===== src/rtl/core/ieq_pkg.sv =====
// Shared types, constants and codes of the input event queue.
package ieq_pkg;

	localparam int QUEUE_DEPTH = 64;
	localparam int TAG_BITS = 16;
	localparam int IDX_W = $clog2(QUEUE_DEPTH);
	localparam int CNT_W = $clog2(QUEUE_DEPTH + 1);
	localparam logic [31:0] STALE_RESET = 32'd100000;
	localparam logic [6:0] CAP_RESET = 7'd64;
	localparam logic [6:0] RESERVE_RESET = 7'd8;

	typedef enum logic [1:0] {
		OP_SUBMIT = 2'd0,
		OP_TAKE = 2'd1,
		OP_REPORT = 2'd2,
		OP_NONE = 2'd3
	} op_e;

	typedef enum logic [2:0] {
		KIND_MOTION = 3'd0,
		KIND_WHEEL = 3'd1,
		KIND_REPEAT = 3'd2,
		KIND_RELEASE = 3'd3,
		KIND_OTHER = 3'd4
	} kind_e;

	typedef enum logic [3:0] {
		ST_ACCEPTED = 4'd0,
		ST_EVICTED = 4'd1,
		ST_COALESCED = 4'd2,
		ST_FULL = 4'd3,
		ST_FAILED = 4'd4,
		ST_EMPTY = 4'd5,
		ST_DELIVER = 4'd6,
		ST_STALE = 4'd7,
		ST_OK = 4'd8,
		ST_FAIL = 4'd9,
		ST_NOTHING = 4'd10,
		ST_BUSY = 4'd11
	} status_e;

	typedef enum logic [1:0] {
		CFG_CAPACITY = 2'd0,
		CFG_RESERVE = 2'd1,
		CFG_STALE = 2'd2
	} cfg_idx_e;

	typedef enum logic [3:0] {
		S_IDLE,
		S_DECODE,
		S_TAIL_CHK,
		S_LIMIT,
		S_SRCH_RD,
		S_SRCH_CHK,
		S_SH_START,
		S_SH_RUN,
		S_APPEND,
		S_TAKE_CHK,
		S_REPORT,
		S_FINISH
	} state_e;

	typedef struct packed {
		logic [2:0] kind;
		logic stream;
		logic [TAG_BITS-1:0] tag;
		logic [31:0] src_time;
	} entry_t;

	typedef struct packed {
		logic [1:0] operation;
		logic [2:0] item_kind;
		logic stream_id;
		logic has_key_release;
		logic has_events;
		logic [15:0] payload_tag;
		logic [31:0] source_time_us;
		logic [31:0] now_us;
		logic delivery_ok;
	} in_beat_t;

	typedef struct packed {
		logic [3:0] status;
		logic [2:0] out_kind;
		logic out_stream;
		logic [15:0] out_payload_tag;
		logic [31:0] out_source_time_us;
		logic [6:0] depth_after;
		logic [31:0] dropped_count;
		logic [31:0] coalesced_count;
		logic [31:0] delivered_count;
		logic [31:0] submitted_count;
		logic [6:0] max_depth_seen;
		logic [31:0] peak_latency_us;
	} out_beat_t;

	typedef struct packed {
		logic rd_en;
		logic [IDX_W-1:0] rd_addr;
		logic wr_en;
		logic [IDX_W-1:0] wr_addr;
		entry_t wr_data;
	} mem_ctl_t;

	function automatic logic [31:0] sat_inc(input logic [31:0] v);
		return (v == '1) ? v : v + 32'd1;
	endfunction

endpackage


===== src/rtl/core/ieq_alu.sv =====
// Shared time unit: modular difference of two times and compare against a bound.
module ieq_alu import ieq_pkg::*; (
	input logic [31:0] a,
	input logic [31:0] b,
	input logic [31:0] bound,
	output logic [31:0] diff,
	output logic above
);
	assign diff = a - b;
	assign above = diff > bound;
endmodule

===== config.mk =====
export PLATFORM = sky130hd
export DESIGN_NAME = ieq_alu
export DESIGN_NICKNAME = d
export VERILOG_FILES = /design/src/rtl/core/ieq_pkg.sv /design/src/rtl/core/ieq_alu.sv
export SDC_FILE = /design/constraint.sdc
export NUM_CORES = 1
export LEC_CHECK = 0
export ABC_AREA = 1
export BUFFER_PORTS_ARGS = -buffer_cell sky130_fd_sc_hd__buf_4
export CAP_MARGIN = 20
export CORE_ASPECT_RATIO = 0.6
export CORE_MARGIN = 5
export CORE_UTILIZATION = 40
export DETAILED_ROUTE_END_ITERATION = 10
export PLACE_DENSITY = 0.71
export SLEW_MARGIN = 0
export SYNTH_ARGS = -nofsm -noshare
export SYNTH_HDL_FRONTEND = slang
export SYNTH_SLANG_ARGS = --single-unit

===== constraint.sdc =====
create_clock -name vclk -period 7.9
set_input_delay 1.185 -clock vclk [all_inputs]
set_output_delay 1.185 -clock vclk [all_outputs]
set_load 0.01 [all_outputs]

==> results.yml <==
run_status:
  outcome: "completed"
grt:
  grt_start_max_net_pins: 7
  track_usage: 0.221
  grt_remaining_overflow: 0
  grt_pass1_wl_um: 18300
  grt_pass1_vias: 3800
  antenna_found_initial: 0
timing:
  fmax_mhz: 191
  worst_pin_slew_ns: 0.444
  fin_setup_tns_ns: 0
  period_share: 0.662
  setup_violations: 0
  period_needed_ns: 5.23
  rsz0062_at_grt: "false"
  final_hold_viol_count: 0
  maxSlewHeadroom: 0.703
  slew_viol_final: 0
floorplanning:
  initial_utilization: 0.412
  fp.dieW_um: 126
  std_cell_rows: 25
  dieArea_um2: 10100
  io_pins: 129
  coreArea_um2: 7910
  fp.dieH_um: 79.9
cells_and_area:
  final_net_count: 936
  register_area_um2: 0
  layout-drive-gt1-share: 0.183
  num-fill-cells: 850
  seq_cells: 0
  area_growth_pct: 33.9
  nClkBuffers: 0
  final_common_cell: "nand2_1"
  multi_input_area_um2: 2610
  antenna_cells: 0
  final_cell_mix: "nand2_1, inv_1, buf_4, ha_1, nor2_1"
cts:
  hold_buffers: 0
  cts_setup_buffers: 0
  post_cts_resized: 0
drt:
  firstDrtPassIters: 5
  wl_met3_um: 1470
  wl_met2_um: 4110
  m1WireLength_um: 6080
  vias: 4127
  postRouteAntennaNets: 0
  drc: 0
  viasPerCell: 4.68
  routedWlPerCell_um: 13.2
  dr.first_iter.drc_count: 331
  routed_wl_um: 11700
  top_layer_used: "met3"
hold_path:
  hold_class: "in -> out"
logic_synthesis:
  synth_nets: 805
  netlist_instances: 645
  syn_avg_cell_area_um2: 5.05
  synth.yosys.seq_area_share: 0
  synth_warnings: 0
  synth.cell_area_um2: 3260
  synth.distinct_cells: 21
job:
  maxCapViolCount: 0
placed_design:
  routabilityCongestion: 0.966
  dpl.hpwl_um: 10700
  port_buffers: 129
power:
  p_leak_nw: 2.99
  fin_total_pwr_mw: 0.400
  p_per_area_nw_per_um2: 91.8
  ir_drop_mv: 0.0346
critical_path:
  cp.arrival_ns: 4.04
  cp_max_fo: 3
  cp-start-kind: "input port"
  endpoint_kind: "output port"
  path_class: "in -> out"
  worst_ep_required_time_ns: 6.71
[routing by layer]
metal,up-vias,track usage
li1,2195,-
met1,1762,0.358
met2,170,0.299
met3,0,0.0521
met4,0,0.00321
met5,-,0
[cell usage after synthesis]
master,number,area [µm²]
a21o_1,4,30.0
a21oi_1,33,165
and3_1,2,12.5
fa_1,1,20.0
ha_1,63,788
inv_1,171,642
inv_2,1,3.75
nand2_1,241,905
nand2_2,9,56.3
nand2_4,1,11.3
nand3_1,33,165
nand3b_1,2,15.0
nand4_1,5,31.3
nor2_1,47,176
nor2_2,2,12.5
nor3_1,6,30.0
nor4_1,2,12.5
o21a_1,2,15.0
o21ai_0,2,10.0
o21bai_1,2,15.0
xor2_1,16,140
[worst max-delay path, cell delays in order]
cell and delay, ns:
buf_4 0.11, inv_1 0.05, ha_1 0.13, inv_1 0.10, fa_1 0.44, nand3_1 0.09, nand3_1 0.14, nand2_1 0.09
nand2_1 0.16, nand2_1 0.13, nand3_1 0.08, nand2_1 0.06, nand2_1 0.11, ha_1 0.30, nand2_1 0.05, nor2_1 0.18
nand2_1 0.16, nor2_1 0.13, nand2_1 0.06, a21oi_1 0.15, buf_4 0.15
[where the power goes]
part	leakage, nW	internal (mW)	switching, mW	total, mW
combinational	2.99	0.169	0.232	0.400
sequential	0	0	0	0
clock	0	0	0	0
[worst paths after layout]
check	start	endpoint	slack [ns]	depth (start not counted)
max	a[0]	above	2.67	21
min	a[31]	diff[31]	2.80	5
[through the flow]
| stage | hold slack [ns] | utilization | area (µm²) | cells | worst slack (ns) |
|---|---|---|---|---|---|
| floorplan | 2.55 | - | 3260 | 645 | 3.35 |
| global placement | 2.79 | 0.551 | 4360 | 882 | 2.74 |
| detailed placement | 2.80 | 0.551 | 4360 | 882 | 2.77 |
| CTS | 2.80 | 0.551 | 4360 | 882 | 2.76 |
| global route | 2.84 | 0.551 | 4360 | 882 | 2.49 |
| finish | 2.80 | 0.551 | 4360 | 882 | 2.67 |
[kinds of logic after synthesis]
kind of cell,after synthesis,share of synthesized area
simple gates,350,0.438
buf+inv,172,0.198
fa+ha+maj,64,0.248
compound gates,43,0.0722
xor+xnor,16,0.0430
[cell type report]
class	instances	area share
Tap cell	108	0.0310
Multi-Input combinational cell	473	0.599
Inverter	172	0.148
Timing Repair Buffer	129	0.222
No activity file was read; power rests on OpenSTA's default activity.
