## src/rtl/core/ieq_pkg.sv

```systemverilog
// Shared types, constants and codes of the input event queue.
package ieq_pkg;

	localparam int QUEUE_DEPTH = 64;
	localparam int TAG_BITS = 16;
	localparam int IDX_W = $clog2(QUEUE_DEPTH);
	localparam int CNT_W = $clog2(QUEUE_DEPTH + 1);
	localparam logic [31:0] STALE_RESET = 32'd100000;
	localparam logic [6:0] CAP_RESET = 7'd64;
	localparam logic [6:0] RESERVE_RESET = 7'd8;

	typedef enum logic [1:0] {
		OP_SUBMIT = 2'd0,
		OP_TAKE = 2'd1,
		OP_REPORT = 2'd2,
		OP_NONE = 2'd3
	} op_e;

	typedef enum logic [2:0] {
		KIND_MOTION = 3'd0,
		KIND_WHEEL = 3'd1,
		KIND_REPEAT = 3'd2,
		KIND_RELEASE = 3'd3,
		KIND_OTHER = 3'd4
	} kind_e;

	typedef enum logic [3:0] {
		ST_ACCEPTED = 4'd0,
		ST_EVICTED = 4'd1,
		ST_COALESCED = 4'd2,
		ST_FULL = 4'd3,
		ST_FAILED = 4'd4,
		ST_EMPTY = 4'd5,
		ST_DELIVER = 4'd6,
		ST_STALE = 4'd7,
		ST_OK = 4'd8,
		ST_FAIL = 4'd9,
		ST_NOTHING = 4'd10,
		ST_BUSY = 4'd11
	} status_e;

	typedef enum logic [1:0] {
		CFG_CAPACITY = 2'd0,
		CFG_RESERVE = 2'd1,
		CFG_STALE = 2'd2
	} cfg_idx_e;

	typedef enum logic [3:0] {
		S_IDLE,
		S_DECODE,
		S_TAIL_CHK,
		S_LIMIT,
		S_SRCH_RD,
		S_SRCH_CHK,
		S_SH_START,
		S_SH_RUN,
		S_APPEND,
		S_TAKE_CHK,
		S_REPORT,
		S_FINISH
	} state_e;

	typedef struct packed {
		logic [2:0] kind;
		logic stream;
		logic [TAG_BITS-1:0] tag;
		logic [31:0] src_time;
	} entry_t;

	typedef struct packed {
		logic [1:0] operation;
		logic [2:0] item_kind;
		logic stream_id;
		logic has_key_release;
		logic has_events;
		logic [15:0] payload_tag;
		logic [31:0] source_time_us;
		logic [31:0] now_us;
		logic delivery_ok;
	} in_beat_t;

	typedef struct packed {
		logic [3:0] status;
		logic [2:0] out_kind;
		logic out_stream;
		logic [15:0] out_payload_tag;
		logic [31:0] out_source_time_us;
		logic [6:0] depth_after;
		logic [31:0] dropped_count;
		logic [31:0] coalesced_count;
		logic [31:0] delivered_count;
		logic [31:0] submitted_count;
		logic [6:0] max_depth_seen;
		logic [31:0] peak_latency_us;
	} out_beat_t;

	typedef struct packed {
		logic rd_en;
		logic [IDX_W-1:0] rd_addr;
		logic wr_en;
		logic [IDX_W-1:0] wr_addr;
		entry_t wr_data;
	} mem_ctl_t;

	function automatic logic [31:0] sat_inc(input logic [31:0] v);
		return (v == '1) ? v : v + 32'd1;
	endfunction

endpackage

```

## src/rtl/core/ieq_mem.sv

```systemverilog
// Entry store of the queue: one write port and one registered read port.
module ieq_mem import ieq_pkg::*; (
	input logic clk,
	input mem_ctl_t ctl,
	output entry_t rd_data
);
	entry_t mem [QUEUE_DEPTH];

	always_ff @(posedge clk) begin
		if (ctl.wr_en) begin
			mem[ctl.wr_addr] <= ctl.wr_data;
		end
		if (ctl.rd_en) begin
			rd_data <= mem[ctl.rd_addr];
		end
	end
endmodule

```

## config.mk

```make
export PLATFORM = sky130hd
export DESIGN_NAME = ieq_mem
export DESIGN_NICKNAME = d
export VERILOG_FILES = /design/src/rtl/core/ieq_pkg.sv /design/src/rtl/core/ieq_mem.sv
export SDC_FILE = /design/constraint.sdc
export NUM_CORES = 2
export LEC_CHECK = 0
export ABC_CLOCK_PERIOD_IN_PS = 4900
export BUFFER_PORTS_ARGS = -buffer_cell sky130_fd_sc_hd__buf_2
export CAP_MARGIN = 20
export CORE_MARGIN = 3
export CORE_UTILIZATION = 40
export DETAILED_ROUTE_END_ITERATION = 10
export SETUP_SLACK_MARGIN = 0.02
export SKIP_CTS_REPAIR_TIMING = 1
export SLEW_MARGIN = 30
export SYNTH_ARGS = -nofsm -noshare
export SYNTH_HDL_FRONTEND = slang
export SYNTH_SLANG_ARGS = --single-unit
```

## constraint.sdc

```tcl
create_clock -name clk -period 4.9 [get_ports clk]
set_input_delay 0.245 -clock clk [delete_from_list [all_inputs] [get_ports clk]]
set_output_delay 0.245 -clock clk [all_outputs]
set_load 0.02 [all_outputs]
```

==> impl_results.md <==
- Netlist area before placement: 0.127 sq mm
- Post-synthesis sequential area ratio: 0.796
- Number of warnings reported in the yosys synthesis log: 0
- Effective utilization at floorplan: 0.403
- Final setup violation count: 0
- Maximum clock frequency: 369 MHz
- Worst slew slack as a fraction of its limit: 0.346
- XOR/XNOR Fraction of Synth Area: 0
- Time the worst path needs with I/O delays and setup: 2710 ps
- Clock root buffer: sky130_fd_sc_hd__clkbuf_16
- Worst vdd rail ir drop: 310 uV
- Routability congestion estimate from global placement: 0.810
- Synth unique cells: 39
- Critical path data required time: 5640 ps
- TritonCTS clock tree: yes
- Final worst-path cycle share: 0.554
- Net switching fraction of the power: 0.211
- Top area cells in the synthesized netlist: sky130_fd_sc_hd__edfxtp_1 80%, sky130_fd_sc_hd__mux4_2 14%, sky130_fd_sc_hd__mux2i_1 0.98%
- Total negative slack for setup checks: 0 ps
- Placeable core area: 0.316 sq mm
- Num CTS Buffers: 335
- Fraction of the mapped netlist area in compound gates: 0.0270
- Most frequent standard cell in the layout excluding fill and tap cells: sky130_fd_sc_hd__edfxtp_1
- Standard-cell rows: 206
- Number of antenna violations at the first check in global routing: 37
- Number of H-tree levels: 5
- Post-Synth Simple-Gate Area: 0.0103
- Fin util: 0.462
- Endpoint kind of the worst setup timing path: flip-flop
- Ports: 119
- Adder-cell share of the synthesized area: 0
- Cell type with the highest aggregate area in the netlist: sky130_fd_sc_hd__edfxtp_1
- Worst hold path class: input pin to flip-flop
- Synthesis-stage register bit count: 3380
- Unrepaired setup endpoints after global routing: false
- Latest clock arrival within the worst-skew pair: 890 ps
- Area delta synth->final: 14.5%
- Pwr/cell area: 408 mW/mm^2
- Sw Pwr: 0.0126 W
- Combinational fraction of design power: 0.048
- Mapped Avg Cell Area: 23.6 sq um
- Detailed-route wire length: 347000 um
- Worst Path Arrival: 3450 ps
- Die Y: 570 um
- Number of buffers inserted by port buffering: 118
- MaxCap Viol Count: 0
- Clock Skew: 36.5 ps
- Number of nets produced by synthesis: 5477
- Layout cells sized above 1: 0.283
- Post-synthesis mux area share: 0.154
- Sort of element at the start of the critical path: input pin
- Overall die width: 570 um
- Final #Nets: 5894
- Category of the most critical setup path: input pin to flip-flop
- Die area: 0.325 sq mm
- First-pass GRT wire length: 487000 um
- Maximum root-to-sink buffer count: 4
- Post-detailed-route wirelength per cell: 33.8 um
- Remaining antenna violation count after routing: 0
- Post-Syn Instances: 5410
- Number of DRC violations after detailed-routing iteration 0: 8102
- Area share of the largest cell type after synthesis: 0.796
- Final-report max-slew violation count: 0
- Post-detailed-route via-to-cell ratio: 6.01
- Maximum fanout encountered on the critical timing path: 76
- Highest-count cells in the layout ignoring fill and taps: 3380 x sky130_fd_sc_hd__edfxtp_1, 794 x sky130_fd_sc_hd__mux4_2, 344 x sky130_fd_sc_hd__clkbuf_16
- Largest net degree at the start of global routing: 91
- Initial DRT Pass Iterations: 5
- Internal Power: 0.0470 W
- Total congestion overflow after global routing: 0
- Vias post-DR: 61700
- Post-route DRC violation count: 0
- Count of final hold-check violations: 0
- Leakage power total: 44.9 nW
- Measured slew at the worst slew-check pin: 978 ps
- Power share of the clock group: 0.411
- Dominant combinational cell family by area after synthesis: multiplexers
- Sum of net half-perimeters after detailed placement: 195000 um
- Sequential fraction of design power: 0.541
- Post-layout total power: 0.0595 W
- Hold slack final: 21.8 ps
- Number of fillers in the final layout: 25800
- Outcome: finished, final reports clean
- Number of global-route vias before repair: 62100
- Number of sinks driven by the clock tree: 3380
- Total GRT Usage: 0.211
- Clock-pin slew on the worst setup and hold paths: 60 ps
## synthesized netlist by cell type
cell type,number
sky130_fd_sc_hd__o21a_1,9
sky130_fd_sc_hd__nand4b_1,1
sky130_fd_sc_hd__o22ai_1,181
sky130_fd_sc_hd__o22a_1,31
sky130_fd_sc_hd__a21oi_1,74
sky130_fd_sc_hd__nand2b_1,15
sky130_fd_sc_hd__edfxtp_1,3380
sky130_fd_sc_hd__and2_1,4
sky130_fd_sc_hd__nor2_2,1
sky130_fd_sc_hd__o21ai_0,9
sky130_fd_sc_hd__nor4_1,40
sky130_fd_sc_hd__or3b_2,1
sky130_fd_sc_hd__buf_2,96
sky130_fd_sc_hd__o21ai_1,16
sky130_fd_sc_hd__buf_4,53
sky130_fd_sc_hd__nand3b_1,4
sky130_fd_sc_hd__a21boi_0,1
sky130_fd_sc_hd__o221ai_1,64
sky130_fd_sc_hd__mux2_2,44
sky130_fd_sc_hd__mux2i_1,125
sky130_fd_sc_hd__and2_0,1
sky130_fd_sc_hd__a22oi_1,38
sky130_fd_sc_hd__a211oi_1,13
sky130_fd_sc_hd__or2_2,6
sky130_fd_sc_hd__or3_1,3
sky130_fd_sc_hd__a22o_1,18
sky130_fd_sc_hd__nand4_1,2
sky130_fd_sc_hd__o211ai_1,1
sky130_fd_sc_hd__nand2_1,31
sky130_fd_sc_hd__and3_1,12
sky130_fd_sc_hd__nand3_1,17
sky130_fd_sc_hd__a221oi_1,41
sky130_fd_sc_hd__clkbuf_1,125
sky130_fd_sc_hd__buf_1,21
sky130_fd_sc_hd__nor3_1,4
sky130_fd_sc_hd__nor2_1,97
sky130_fd_sc_hd__buf_6,12
sky130_fd_sc_hd__mux4_2,794
sky130_fd_sc_hd__nor2b_1,25
## metal layers
metal | routed length [um] | up-vias | track usage
met2 | 169000 | 2908 | 0.341
li1 | - | 24300 | -
met5 | 0 | - | 0
met4 | 10300 | 0 | 0.0642
met3 | 27300 | 527 | 0.0328
met1 | 140000 | 33900 | 0.298
## worst paths after layout
check | to | cells past startpoint | slack, ps | startpoint
worst max-delay path | rd_data[50] | 7 | 2190 | ctl[61]
worst min-delay path | mem[15][9] | 2 | 20 | ctl[9]
worst max register to register | rd_data[24] | 5 | 2620 | mem[5][24]
worst min register to register | rd_data[15] | 4 | 910 | mem[3][15]
## sequential cells by signal, indices dropped and copies added, names as in the netlist
register  flops
mem        3328
rd_data      52
## cell type report
cell class,instances,area (sq um),area share
tap,4160,5200,0.0357
clock inverter,162,1330,0.00913
sequential,3380,101000,0.696
timing repair buffer,387,3870,0.0265
antenna,25,62.6,0.000429
multi-input combinational,1723,25000,0.171
clock buffer,429,8930,0.0612
## logic make-up (layout without fill, tap and decap cells)
logic type / Yosys count / in the layout
multiplexers: 963 / 963
AO/OA/AOI/OAI: 496 / 496
flip-flops: 3380 / 3380
other: 0 / 25
buffers and inverters: 307 / 978
AND/OR/NAND/NOR: 264 / 264
## power by group through the flow
stage,Sequential [W],Clock (W),Combinational [W]
2_1_floorplan,0.0328,0,0.00150
3_3_place_gp,0.0328,0,0.00282
3_5_place_dp,0.0328,0,0.00287
4_1_cts,0.0322,0.0249,0.00287
5_1_grt,0.0322,0.0261,0.00305
6_report,0.0322,0.0245,0.00288
## metrics by stage
stage | area (sq um) | worst slack [ps] | instances
final | 146000 | 2190 | 10300
after detailed placement | 135000 | 1320 | 9605
after CTS | 145000 | 2240 | 10200
after global routing | 146000 | 2230 | 10300
after floorplan | 127000 | 88.9 | 5410
after global placement | 135000 | 1210 | 9598
## critical path, stage by stage
cell                      delay, ps
sky130_fd_sc_hd__buf_8          410
sky130_fd_sc_hd__buf_12         420
sky130_fd_sc_hd__or2_2          610
sky130_fd_sc_hd__buf_4          470
sky130_fd_sc_hd__o22ai_1        160
sky130_fd_sc_hd__nor3_1         630
sky130_fd_sc_hd__o22a_1         250
Power figures use the tool's default switching activity.
